===== src/rtl/core/assert_macros.svh =====
// assertion helpers shared by the core modules
`ifndef ASSERT_MACROS_SVH
`define ASSERT_MACROS_SVH

// property that must hold at every clock edge outside reset
`define ASSERT_ALWAYS(lbl, expr, msg) \
    lbl: assert property (@(posedge clk) disable iff (!rst_n) (expr)) else $error(msg);

// condition in one cycle implies a consequence in the next cycle
`define ASSERT_IMPLY_NEXT(lbl, ante, cons, msg) \
    lbl: assert property (@(posedge clk) disable iff (!rst_n) (ante) |=> (cons)) \
        else $error(msg);

`endif


===== src/rtl/core/fbcpu_pkg.sv =====
package fbcpu_pkg;

    // field widths
    localparam int NIB_W       = 4;
    localparam int PC_W        = 8;
    localparam int INSTR_W     = 8;

    // stream data widths, padded to whole bytes
    localparam int S_FIELDS_W  = INSTR_W + NIB_W;
    localparam int S_DATA_W    = ((S_FIELDS_W + 7) / 8) * 8;
    localparam int S_PAD_W     = S_DATA_W - S_FIELDS_W;
    localparam int M_FIELDS_W  = PC_W + 3 * NIB_W + 2;
    localparam int M_DATA_W    = ((M_FIELDS_W + 7) / 8) * 8;
    localparam int M_PAD_W     = M_DATA_W - M_FIELDS_W;

    // data ram
    localparam int RAM_DEPTH   = 256;
    localparam int RAM_AW      = $clog2(RAM_DEPTH);

    // decoded instruction queue
    localparam int QUEUE_DEPTH = 2;
    localparam int QPTR_W      = (QUEUE_DEPTH > 1) ? $clog2(QUEUE_DEPTH) : 1;
    localparam int QCNT_W      = $clog2(QUEUE_DEPTH + 1);

    // operation carried out by the back end
    typedef enum logic [3:0] {
        OP_MOVE,
        OP_ADD,
        OP_NEG,
        OP_NOT,
        OP_OR,
        OP_AND,
        OP_XOR,
        OP_SUB,
        OP_STORE_A,
        OP_STORE_B,
        OP_INC_XY,
        OP_JMP_XY,
        OP_JZ,
        OP_JNC,
        OP_JMP
    } op_t;

    // register written by a move or an arithmetic op
    typedef enum logic [2:0] {
        DST_NONE,
        DST_A,
        DST_B,
        DST_OUT,
        DST_X,
        DST_Y
    } dst_t;

    // first operand
    typedef enum logic [2:0] {
        SRC_A,
        SRC_B,
        SRC_PORT,
        SRC_IMM,
        SRC_RAM
    } src_t;

    // decoded instruction
    typedef struct packed {
        op_t              op;
        dst_t             dst;
        src_t             src;
        logic             add_b;
        logic [NIB_W-1:0] imm;
        logic [NIB_W-1:0] port;
    } uop_t;

    // head of the decoded queue as seen by the back end
    typedef struct packed {
        logic valid;
        uop_t uop;
    } q_head_t;

endpackage


===== src/rtl/core/fbcpu_ram.sv =====
module fbcpu_ram #(
    parameter int WIDTH = 4,
    parameter int DEPTH = 256
) (
    input  logic                     clk,
    input  logic                     we,
    input  logic [$clog2(DEPTH)-1:0] waddr,
    input  logic [WIDTH-1:0]         wdata,
    input  logic [$clog2(DEPTH)-1:0] raddr,
    output logic [WIDTH-1:0]         rdata
);

    logic [WIDTH-1:0] mem [DEPTH];

    // one write port, one registered read port
    always_ff @(posedge clk)
    begin
        if (we)
        begin
            mem[waddr] <= wdata;
        end
        rdata <= mem[raddr];
    end

endmodule


===== src/rtl/core/fbcpu_front.sv =====
`include "assert_macros.svh"

module fbcpu_front import fbcpu_pkg::*; (
    input  logic                clk,
    input  logic                rst_n,
    input  logic                s_axis_tvalid,
    output logic                s_axis_tready,
    input  logic [S_DATA_W-1:0] s_axis_tdata,   // [7:0] instruction, [11:8] in_port
    output q_head_t             head,
    input  logic                pop
);

    // opcode nibble
    typedef enum logic [3:0] {
        OPC_ADD_A   = 4'h0,
        OPC_MOV_AB  = 4'h1,
        OPC_IN_A    = 4'h2,
        OPC_MOV_AI  = 4'h3,
        OPC_MOV_BA  = 4'h4,
        OPC_ADD_B   = 4'h5,
        OPC_IN_B    = 4'h6,
        OPC_MOV_BI  = 4'h7,
        OPC_GROUP8  = 4'h8,
        OPC_OUT_B   = 4'h9,
        OPC_JZ      = 4'hA,
        OPC_OUT_I   = 4'hB,
        OPC_MOV_YI  = 4'hC,
        OPC_MOV_XI  = 4'hD,
        OPC_JNC     = 4'hE,
        OPC_JMP     = 4'hF
    } opc_t;

    // sub-op of the register group
    typedef enum logic [3:0] {
        SUB_ADD_AB  = 4'h0,
        SUB_NEG     = 4'h1,
        SUB_NOT     = 4'h2,
        SUB_OR      = 4'h3,
        SUB_AND     = 4'h4,
        SUB_XOR     = 4'h5,
        SUB_SUB     = 4'h6,
        SUB_OUT_A   = 4'h7,
        SUB_LD_A    = 4'h8,
        SUB_ST_A    = 4'h9,
        SUB_LD_B    = 4'hA,
        SUB_ST_B    = 4'hB,
        SUB_MOV_XA  = 4'hC,
        SUB_MOV_YA  = 4'hD,
        SUB_INC_XY  = 4'hE,
        SUB_JMP_XY  = 4'hF
    } sub_t;

    logic [INSTR_W-1:0] instr;
    logic [NIB_W-1:0]   imm;
    logic               imm_zero;
    uop_t               dec;
    logic               push;

    uop_t               q_mem_reg [QUEUE_DEPTH];
    logic [QPTR_W-1:0]  wr_ptr_reg;
    logic [QPTR_W-1:0]  wr_ptr_next;
    logic [QPTR_W-1:0]  rd_ptr_reg;
    logic [QPTR_W-1:0]  rd_ptr_next;
    logic [QCNT_W-1:0]  count_reg;
    logic [QCNT_W-1:0]  count_next;

    assign instr    = s_axis_tdata[INSTR_W-1:0];
    assign imm      = instr[NIB_W-1:0];
    assign imm_zero = (imm == '0);

    // classify the instruction
    always_comb
    begin
        dec.op    = OP_MOVE;
        dec.dst   = DST_NONE;
        dec.src   = SRC_IMM;
        dec.add_b = 1'b0;
        dec.imm   = imm;
        dec.port  = s_axis_tdata[INSTR_W +: NIB_W];
        case (opc_t'(instr[INSTR_W-1 -: NIB_W]))
            OPC_ADD_A:
            begin
                dec.op  = OP_ADD;
                dec.dst = DST_A;
                dec.src = SRC_A;
            end
            OPC_MOV_AB:
            begin
                dec.op  = imm_zero ? OP_MOVE : OP_ADD;
                dec.dst = DST_A;
                dec.src = SRC_B;
            end
            OPC_IN_A:
            begin
                dec.op  = imm_zero ? OP_MOVE : OP_ADD;
                dec.dst = DST_A;
                dec.src = SRC_PORT;
            end
            OPC_MOV_AI:
            begin
                dec.dst = DST_A;
            end
            OPC_MOV_BA:
            begin
                dec.op  = imm_zero ? OP_MOVE : OP_ADD;
                dec.dst = DST_B;
                dec.src = SRC_A;
            end
            OPC_ADD_B:
            begin
                dec.op  = OP_ADD;
                dec.dst = DST_B;
                dec.src = SRC_B;
            end
            OPC_IN_B:
            begin
                dec.op  = imm_zero ? OP_MOVE : OP_ADD;
                dec.dst = DST_B;
                dec.src = SRC_PORT;
            end
            OPC_MOV_BI:
            begin
                dec.dst = DST_B;
            end
            OPC_GROUP8:
            begin
                dec.dst = DST_A;
                dec.src = SRC_A;
                case (sub_t'(imm))
                    SUB_ADD_AB:
                    begin
                        dec.op    = OP_ADD;
                        dec.add_b = 1'b1;
                    end
                    SUB_NEG:    dec.op = OP_NEG;
                    SUB_NOT:    dec.op = OP_NOT;
                    SUB_OR:     dec.op = OP_OR;
                    SUB_AND:    dec.op = OP_AND;
                    SUB_XOR:    dec.op = OP_XOR;
                    SUB_SUB:    dec.op = OP_SUB;
                    SUB_OUT_A:  dec.dst = DST_OUT;
                    SUB_LD_A:   dec.src = SRC_RAM;
                    SUB_ST_A:
                    begin
                        dec.op  = OP_STORE_A;
                        dec.dst = DST_NONE;
                    end
                    SUB_LD_B:
                    begin
                        dec.dst = DST_B;
                        dec.src = SRC_RAM;
                    end
                    SUB_ST_B:
                    begin
                        dec.op  = OP_STORE_B;
                        dec.dst = DST_NONE;
                    end
                    SUB_MOV_XA: dec.dst = DST_X;
                    SUB_MOV_YA: dec.dst = DST_Y;
                    SUB_INC_XY:
                    begin
                        dec.op  = OP_INC_XY;
                        dec.dst = DST_NONE;
                    end
                    SUB_JMP_XY:
                    begin
                        dec.op  = OP_JMP_XY;
                        dec.dst = DST_NONE;
                    end
                    default:    dec.op = OP_MOVE;
                endcase
            end
            OPC_OUT_B:
            begin
                dec.op  = imm_zero ? OP_MOVE : OP_ADD;
                dec.dst = DST_OUT;
                dec.src = SRC_B;
            end
            OPC_JZ:     dec.op = OP_JZ;
            OPC_OUT_I:  dec.dst = DST_OUT;
            OPC_MOV_YI: dec.dst = DST_Y;
            OPC_MOV_XI: dec.dst = DST_X;
            OPC_JNC:    dec.op = OP_JNC;
            OPC_JMP:    dec.op = OP_JMP;
            default:    dec.op = OP_JMP;
        endcase
    end

    // queue control
    assign s_axis_tready = (count_reg != QCNT_W'(QUEUE_DEPTH));
    assign push          = s_axis_tvalid && s_axis_tready;
    assign head.valid    = (count_reg != '0);
    assign head.uop      = q_mem_reg[rd_ptr_reg];

    always_comb
    begin
        wr_ptr_next = wr_ptr_reg;
        rd_ptr_next = rd_ptr_reg;
        count_next  = count_reg;
        if (push)
        begin
            wr_ptr_next = (wr_ptr_reg == QPTR_W'(QUEUE_DEPTH - 1)) ? '0
                                                                   : wr_ptr_reg + 1'b1;
        end
        if (pop)
        begin
            rd_ptr_next = (rd_ptr_reg == QPTR_W'(QUEUE_DEPTH - 1)) ? '0
                                                                   : rd_ptr_reg + 1'b1;
        end
        if (push && !pop)
        begin
            count_next = count_reg + 1'b1;
        end
        else if (pop && !push)
        begin
            count_next = count_reg - 1'b1;
        end
    end

    always_ff @(posedge clk or negedge rst_n)
    begin
        if (!rst_n)
        begin
            wr_ptr_reg <= '0;
            rd_ptr_reg <= '0;
            count_reg  <= '0;
        end
        else
        begin
            wr_ptr_reg <= wr_ptr_next;
            rd_ptr_reg <= rd_ptr_next;
            count_reg  <= count_next;
        end
    end

    // queue storage
    always_ff @(posedge clk)
    begin
        if (push)
        begin
            q_mem_reg[wr_ptr_reg] <= dec;
        end
    end

    `ASSERT_ALWAYS(a_count_bound, count_reg <= QCNT_W'(QUEUE_DEPTH), "queue overfilled")
    `ASSERT_IMPLY_NEXT(a_push_grows, push && !pop, count_reg == $past(count_reg) + 1'b1, "push lost")
    `ASSERT_ALWAYS(a_pop_nonempty, !pop || head.valid, "pop from empty queue")

endmodule


===== src/rtl/core/fbcpu_back.sv =====
`include "assert_macros.svh"

module fbcpu_back import fbcpu_pkg::*; (
    input  logic                clk,
    input  logic                rst_n,
    input  q_head_t             head,
    output logic                pop,
    output logic                m_axis_tvalid,
    input  logic                m_axis_tready,
    output logic [M_DATA_W-1:0] m_axis_tdata
);

    // architectural state
    logic [NIB_W-1:0]  a_reg, a_next;
    logic [NIB_W-1:0]  b_reg, b_next;
    logic [NIB_W-1:0]  x_reg, x_next;
    logic [NIB_W-1:0]  y_reg, y_next;
    logic              carry_reg, carry_next;
    logic              zero_reg, zero_next;
    logic [PC_W-1:0]   pc_reg, pc_next;
    logic [NIB_W-1:0]  outl_reg, outl_next;

    // data ram with per-entry valid bits and write bypass
    logic [RAM_DEPTH-1:0] valid_reg;
    logic                 rd_valid_reg;
    logic                 byp_reg;
    logic [NIB_W-1:0]     byp_data_reg;
    logic [RAM_AW-1:0]    ram_waddr;
    logic [RAM_AW-1:0]    ram_raddr;
    logic [NIB_W-1:0]     ram_wdata;
    logic [NIB_W-1:0]     ram_rdata;
    logic                 ram_we;
    logic [NIB_W-1:0]     ram_val;

    // result register
    logic              out_valid_reg;
    logic [PC_W-1:0]   o_pc_reg;
    logic [NIB_W-1:0]  o_outl_reg;
    logic [NIB_W-1:0]  o_a_reg;
    logic [NIB_W-1:0]  o_b_reg;
    logic              o_carry_reg;
    logic              o_zero_reg;

    uop_t              uop;
    logic              out_ready;
    logic              fire;
    logic [NIB_W-1:0]  src_val;
    logic [NIB_W-1:0]  addend;
    logic [NIB_W:0]    sum;
    logic [NIB_W:0]    diff;
    logic [RAM_AW-1:0] xy_inc;
    logic [PC_W-1:0]   page;
    logic [NIB_W-1:0]  res;
    logic              res_we;

    assign uop       = head.uop;
    assign out_ready = !out_valid_reg || m_axis_tready;
    assign fire      = head.valid && out_ready;
    assign pop       = fire;

    // operands
    always_comb
    begin
        case (uop.src)
            SRC_A:    src_val = a_reg;
            SRC_B:    src_val = b_reg;
            SRC_PORT: src_val = uop.port;
            SRC_IMM:  src_val = uop.imm;
            SRC_RAM:  src_val = ram_val;
            default:  src_val = uop.imm;
        endcase
    end

    assign addend = uop.add_b ? b_reg : uop.imm;
    assign sum    = {1'b0, src_val} + {1'b0, addend};
    assign diff   = {1'b0, a_reg} - {1'b0, b_reg};
    assign xy_inc = {x_reg, y_reg} + 1'b1;
    assign page   = {pc_reg[PC_W-1:NIB_W], uop.imm};

    // execute
    always_comb
    begin
        a_next     = a_reg;
        b_next     = b_reg;
        x_next     = x_reg;
        y_next     = y_reg;
        carry_next = carry_reg;
        zero_next  = zero_reg;
        pc_next    = pc_reg;
        outl_next  = outl_reg;
        ram_we     = 1'b0;
        ram_wdata  = a_reg;
        res        = src_val;
        res_we     = 1'b1;
        if (fire)
        begin
            pc_next    = pc_reg + 1'b1;
            carry_next = 1'b0;
            zero_next  = 1'b0;
            case (uop.op)
                OP_MOVE: res = src_val;
                OP_ADD:
                begin
                    res        = sum[NIB_W-1:0];
                    carry_next = sum[NIB_W];
                    zero_next  = (sum[NIB_W-1:0] == '0);
                end
                OP_NEG:
                begin
                    res        = '0 - a_reg;
                    res_we     = (a_reg != '0);
                    carry_next = (a_reg == '0);
                end
                OP_NOT:
                begin
                    res       = ~a_reg;
                    zero_next = (res == '0);
                end
                OP_OR:
                begin
                    res       = a_reg | b_reg;
                    zero_next = (res == '0);
                end
                OP_AND:
                begin
                    res       = a_reg & b_reg;
                    zero_next = (res == '0);
                end
                OP_XOR:
                begin
                    res       = a_reg ^ b_reg;
                    zero_next = (res == '0);
                end
                OP_SUB:
                begin
                    res        = diff[NIB_W-1:0];
                    carry_next = diff[NIB_W];
                    zero_next  = !diff[NIB_W] && (diff[NIB_W-1:0] == '0);
                end
                OP_STORE_A:
                begin
                    ram_we    = 1'b1;
                    ram_wdata = a_reg;
                end
                OP_STORE_B:
                begin
                    ram_we    = 1'b1;
                    ram_wdata = b_reg;
                end
                OP_INC_XY:
                begin
                    x_next = xy_inc[RAM_AW-1:NIB_W];
                    y_next = xy_inc[NIB_W-1:0];
                end
                OP_JMP_XY:
                begin
                    pc_next    = {x_reg, y_reg};
                    carry_next = carry_reg;
                    zero_next  = zero_reg;
                end
                OP_JZ:
                begin
                    if (zero_reg)
                    begin
                        pc_next = page;
                    end
                    carry_next = carry_reg;
                    zero_next  = zero_reg;
                end
                OP_JNC:
                begin
                    if (!carry_reg)
                    begin
                        pc_next = page;
                    end
                    carry_next = carry_reg;
                    zero_next  = zero_reg;
                end
                OP_JMP:
                begin
                    pc_next    = page;
                    carry_next = carry_reg;
                    zero_next  = zero_reg;
                end
                default: res_we = 1'b0;
            endcase
            if (res_we)
            begin
                case (uop.dst)
                    DST_A:    a_next    = res;
                    DST_B:    b_next    = res;
                    DST_OUT:  outl_next = res;
                    DST_X:    x_next    = res;
                    DST_Y:    y_next    = res;
                    default:  a_next    = a_reg;
                endcase
            end
        end
    end

    // ram is read ahead at the xy address the next instruction sees
    assign ram_waddr = {x_reg, y_reg};
    assign ram_raddr = {x_next, y_next};
    assign ram_val   = byp_reg ? byp_data_reg : (rd_valid_reg ? ram_rdata : '0);

    fbcpu_ram #(
        .WIDTH (NIB_W),
        .DEPTH (RAM_DEPTH)
    ) u_ram (
        .clk   (clk),
        .we    (ram_we),
        .waddr (ram_waddr),
        .wdata (ram_wdata),
        .raddr (ram_raddr),
        .rdata (ram_rdata)
    );

    // state, valid bits and bypass
    always_ff @(posedge clk or negedge rst_n)
    begin
        if (!rst_n)
        begin
            a_reg         <= '0;
            b_reg         <= '0;
            x_reg         <= '0;
            y_reg         <= '0;
            carry_reg     <= 1'b0;
            zero_reg      <= 1'b0;
            pc_reg        <= '0;
            outl_reg      <= '0;
            valid_reg     <= '0;
            rd_valid_reg  <= 1'b0;
            byp_reg       <= 1'b0;
            out_valid_reg <= 1'b0;
        end
        else
        begin
            a_reg        <= a_next;
            b_reg        <= b_next;
            x_reg        <= x_next;
            y_reg        <= y_next;
            carry_reg    <= carry_next;
            zero_reg     <= zero_next;
            pc_reg       <= pc_next;
            outl_reg     <= outl_next;
            rd_valid_reg <= valid_reg[ram_raddr];
            byp_reg      <= ram_we && (ram_waddr == ram_raddr);
            if (ram_we)
            begin
                valid_reg[ram_waddr] <= 1'b1;
            end
            if (out_ready)
            begin
                out_valid_reg <= fire;
            end
        end
    end

    // payload registers
    always_ff @(posedge clk)
    begin
        byp_data_reg <= ram_wdata;
        if (fire)
        begin
            o_pc_reg    <= pc_next;
            o_outl_reg  <= outl_next;
            o_a_reg     <= a_next;
            o_b_reg     <= b_next;
            o_carry_reg <= carry_next;
            o_zero_reg  <= zero_next;
        end
    end

    assign m_axis_tvalid = out_valid_reg;
    assign m_axis_tdata  = {{M_PAD_W{1'b0}}, o_zero_reg, o_carry_reg, o_b_reg, o_a_reg,
                            o_outl_reg, o_pc_reg};

    `ASSERT_IMPLY_NEXT(a_fire_loads_out, fire, out_valid_reg, "executed beat not presented")
    `ASSERT_IMPLY_NEXT(a_jump_keeps_flags, fire && (uop.op == OP_JZ || uop.op == OP_JNC || uop.op == OP_JMP || uop.op == OP_JMP_XY), carry_reg == $past(carry_reg) && zero_reg == $past(zero_reg), "jump changed flags")
    `ASSERT_IMPLY_NEXT(a_store_bypass, fire && (uop.op == OP_STORE_A || uop.op == OP_STORE_B), ram_val == $past(ram_wdata), "stored nibble not visible")

endmodule


===== src/rtl/core/four_bit_cpu_execute.sv =====
// channel  | dir | handshake                     | beat contents (low bit first)
// ---------+-----+-------------------------------+----------------------------------------
// s_axis   | in  | s_axis_tvalid / s_axis_tready | instruction[7:0], in_port[11:8]
// m_axis   | out | m_axis_tvalid / m_axis_tready | next_pc[7:0], out_port[11:8],
//          |     |                               | reg_a[15:12], reg_b[19:16], carry[20], zero[21]
//
// one instruction retires per clock unless the queue is empty or the output stalls
// a result beat passes the decode queue and then the result register before it is shown
// (queue write at the accepting edge, result register load when the beat executes)
// a two-entry decode queue and the result register let either side stall alone
// data ram read is registered and addressed ahead with the next x/y, plus a write bypass
// reset clears state and pointer registers and ram valid bits at once; no clearing pass is needed
module four_bit_cpu_execute import fbcpu_pkg::*; (
    input  logic                clk,
    input  logic                rst_n,
    input  logic                s_axis_tvalid,
    output logic                s_axis_tready,
    input  logic [S_DATA_W-1:0] s_axis_tdata,   // instruction, in_port, zero pad
    output logic                m_axis_tvalid,
    input  logic                m_axis_tready,
    output logic [M_DATA_W-1:0] m_axis_tdata    // next_pc, out_port, reg_a_value,
                                                // reg_b_value, carry_out, zero_out, zero pad
);

    q_head_t head;
    logic    pop;

    // decode and queue
    fbcpu_front u_front (
        .clk           (clk),
        .rst_n         (rst_n),
        .s_axis_tvalid (s_axis_tvalid),
        .s_axis_tready (s_axis_tready),
        .s_axis_tdata  (s_axis_tdata),
        .head          (head),
        .pop           (pop)
    );

    // execute and result register
    fbcpu_back u_back (
        .clk           (clk),
        .rst_n         (rst_n),
        .head          (head),
        .pop           (pop),
        .m_axis_tvalid (m_axis_tvalid),
        .m_axis_tready (m_axis_tready),
        .m_axis_tdata  (m_axis_tdata)
    );

endmodule


===== config.mk =====
export PLATFORM = sky130hd
export DESIGN_NAME = four_bit_cpu_execute
export DESIGN_NICKNAME = d
export VERILOG_FILES = /design/src/rtl/core/fbcpu_pkg.sv /design/src/rtl/core/fbcpu_ram.sv /design/src/rtl/core/fbcpu_front.sv /design/src/rtl/core/fbcpu_back.sv /design/src/rtl/core/four_bit_cpu_execute.sv
export VERILOG_INCLUDE_DIRS = /design/src /design/src/rtl/core
export SDC_FILE = /design/constraint.sdc
export NUM_CORES = 2
export LEC_CHECK = 0
export BUFFER_PORTS_ARGS = -buffer_cell sky130_fd_sc_hd__buf_2
export CELL_PAD_IN_SITES_DETAIL_PLACEMENT = 0
export CELL_PAD_IN_SITES_GLOBAL_PLACEMENT = 1
export CORE_AREA = 2 2 340 376
export DETAILED_ROUTE_END_ITERATION = 8
export DIE_AREA = 0 0 342 378
export GPL_ROUTABILITY_DRIVEN = 0
export PLACE_DENSITY_LB_ADDON = 0.1
export SYNTH_ARGS = -nofsm -noshare
export SYNTH_HDL_FRONTEND = slang
export SYNTH_SLANG_ARGS = --single-unit

===== constraint.sdc =====
create_clock -name clk -period 13.7 [get_ports clk]
set_input_delay 1.37 -clock clk [delete_from_list [all_inputs] [get_ports clk]]
set_output_delay 1.37 -clock clk [all_outputs]
set_load 0.05 [all_outputs]

==> summary.md <==
| Metric | Value |
|---|---|
| Post-synth EDFFs | `1084` |
| Layout cells sized above 1 | `0.147` |
| WP data arrival | `9.01 ns` |
| Crit path cell chain | `buf_4, mux2i_1, mux2i_1, a32o_1, nor2_1, ha_1, fa_1, xor2_1, o21ai_0, a21oi_1, nand4bb_1, and3_1, buf_4, nor2_8, clkinv_8, buf_4, mux2i_1, o22ai_1, o21ai_0, nand4_1, nor4_1, nand4_1` |
| Pwr/cell area | `226 mW/mm^2` |
| Yosys cell types | `101` |
| Final period utilization | `0.611` |
| Syn Area/Cell | `12.3 sq um` |
| Row count | `137` |
| Wirelength per Cell | `27.3 um` |
| NumNets Final | `4791` |
| DR iter-0 viols | `4135` |
| DR pass1 iterations | `8` |
| Placed Cells incl. Taps | `6262` |
| Crit Path Max Fanout | `86` |
| CP required | `14.34 ns` |
| FILL cells | `11000` |
| CTS sink count | `1385` |
| CTS tree | `built` |
| CTS Hold Buffers Added | `0` |
| ANT nets after route | `0` |
| Seq. cell area | `0.0400 sq mm` |
| Met2 Usage GRT | `0.435` |
| Clock Skew | `0.0265 ns` |
| Chip height | `378 um` |
| Post-DP HPWL | `106000 um` |
| Max-cap violation count | `0` |
| Residual DRC | `0` |
| Initial antenna violation count | `3` |
| Latest clock arrival within the worst-skew pair | `0.80 ns` |
| Mapped Cells | `4744` |
| Post CTS Setup Buffer Count | `0` |
| First-pass GRT wire length | `260000 um` |
| Vias in the first global route | `36900` |
| WL final | `179000 um` |
| Slew HR | `0.122` |
| Commonest non-fill, non-tap cell in the layout | `edfxtp_1` |
| Most Crowded Layer GR | `met2` |
| Largest stage delay, worst path | `0.89 ns` |
| Clk buf depth | `3` |
| Initial core utilization | `0.465` |
| Critical path class | `flop to flop` |
| Commonest cells after routing, fill and taps aside | `1084 x edfxtp_1, 959 x nand2_1, 334 x nor2_1` |
| Ys async rst share | `0.212` |
| Fmax | `0.119 GHz` |
| Top Ports | `46` |
| Largest delay contributor family on the critical path | `simple AND/OR/NAND/NOR gates` |
| Fin cells | `6542` |
| Final hold viol count | `0` |
| Port Buf Inserts | `39` |
| Critical path capture point type | `flop` |
| Core Region | `0.126 sq mm` |
| Crit start category | `flop` |
| WP buf/inv | `4` |
| Clock edge transition at the registers on the reported setup and hold paths | `0.06 ns` |
| RSZ-0062 raised after global routing | `no` |
| Outcome | `finished, final reports clean` |
| #FFs+latches synth | `1385` |
| Hold Crit Class | `flop to flop` |
| Die ar. | `0.129 sq mm` |
| Sequential area share after synthesis | `0.684` |
| Pin count of the biggest net entering global routing | `194` |
| Worst IR Drop VDD | `0.260 mV` |
| Area of the multi-input gates | `0.0171 sq mm` |
| Grt ovf | `0` |
| Total number of vias | `38300` |
| Setup TNS | `0 ns` |
| Max reg flops | `1024` |
| Htree depth | `4` |
| Leak pwr | `24.5 nW` |
| TritonCTS Buffers | `149` |
| Pins Over Slew Limit | `0` |
| # resized after CTS | `0` |
| Final setup viols | `0` |
| Layout Area Growth over Synthesis | `11.3%` |
| Synthesis Warnings | `0` |
| Via density | `5.86` |
| Clock root buffer | `clkbuf_16` |
| Worst Tran Pin Value | `1.30 ns` |
| Grt met3 use | `0.0410` |
| Global Route met1 Usage | `0.395` |
| Primary FF master, synth | `edfxtp_1` |
| Die X | `342 um` |
| Total track usage | `0.277` |
| CP max stage cell | `o21ai_0` |
| Crit path time final | `8.37 ns` |
| Post-Syn Area | `0.0585 sq mm` |
==> routing by layer <==
layer  routed length, um  share of wire  up-vias
met5                  34        0.00019        -
met4                5940          0.033        6
met3               11800          0.066      301
met2               83300           0.47     1356
met1               77500           0.43    19400
li1                    -              -    17300
==> synthesized netlist by cell type (all sizes together), types with 8 or more instances <==
cell type	n	area (sq um)
o211ai	24	195
nor4	27	169
nor3	41	225
a21o	9	67.6
or4	8	60.1
nand2	959	3600
a31oi	36	231
dfrtp	293	7330
o31ai	9	67.6
a21boi	11	86.3
inv	36	138
mux2i	164	1660
edfxtp	1084	32600
and2	9	56.3
mux4	16	360
buf	185	1040
mux2	24	278
a22o	8	70.1
a32oi	26	228
a211oi	28	235
a311oi	11	96.3
o21ai	141	709
or2	261	1630
dfxtp	8	160
xnor2	9	78.8
and3	34	213
nand3	287	1440
a221oi	31	330
a22oi	11	82.6
ha	24	300
o22ai	28	175
nor2	342	1310
nand4	67	419
a32o	10	100
o2111ai	9	78.8
clkbuf	99	372
a31o	10	87.6
o21a	8	61.3
nor2b	16	100
a21oi	239	1200
==> metrics by stage <==
stage / hold slack, ns / worst slack (ns) / total power [mW] / area [sq um] / util
4_1_cts: 0.462 / 5.45 / 14.8 / 65200 / 0.518
3_3_place_gp: 0.443 / 5.53 / 10.9 / 60400 / 0.480
3_5_place_dp: 0.448 / 5.47 / 10.9 / 60400 / 0.480
6_report: 0.461 / 5.33 / 14.7 / 65200 / 0.518
5_1_grt: 0.471 / 5.01 / 15.3 / 65200 / 0.518
2_1_floorplan: 0.433 / -0.964 / 9.09 / 58500 / -
==> cell type report <==
cell class,instances,area share
clock buffer,205,0.0631
multi-input combinational,3040,0.262
sequential,1385,0.615
clock inverter,74,0.0102
inverter,36,0.00242
antenna,1,0.0000384
tap,1668,0.0320
timing repair buffer,133,0.0153
==> report_power, final <==
| part | internal [mW] | total, mW | switching [mW] |
|---|---|---|---|
| clock | 2.23 | 3.93 | 1.70 |
| combinational | 1.32 | 5.38 | 4.06 |
| sequential | 5.27 | 5.43 | 0.155 |
==> logic make-up after synthesis <==
family                     synth area share
DFF                                   0.684
buffers and inverters                0.0264
muxes                                0.0392
and+or+nand+nor                       0.164
adders and majority gates           0.00601
xor gates and xnor gates            0.00210
other                             0.0000641
AOI/OAI and AO/OA                    0.0781
==> worst paths after layout <==
path                                  startpoint               endpoint  slack [ns]  depth (start not counted)
setup / recovery              u_front.rd_ptr_reg  u_back.u_ram.rdata[1]        5.33                         22
hold / removal             u_back.valid_reg[239]  u_back.valid_reg[239]        0.46                          1
setup reg to reg              u_front.rd_ptr_reg  u_back.u_ram.rdata[1]        5.33                         22
hold reg to reg            u_back.valid_reg[239]  u_back.valid_reg[239]        0.46                          1
max in group asynchronous                  rst_n  u_back.valid_reg[194]       10.84                          3
min in group asynchronous                  rst_n        u_back.b_reg[1]        0.54                          1
No activity file was read; power rests on OpenSTA's default activity.
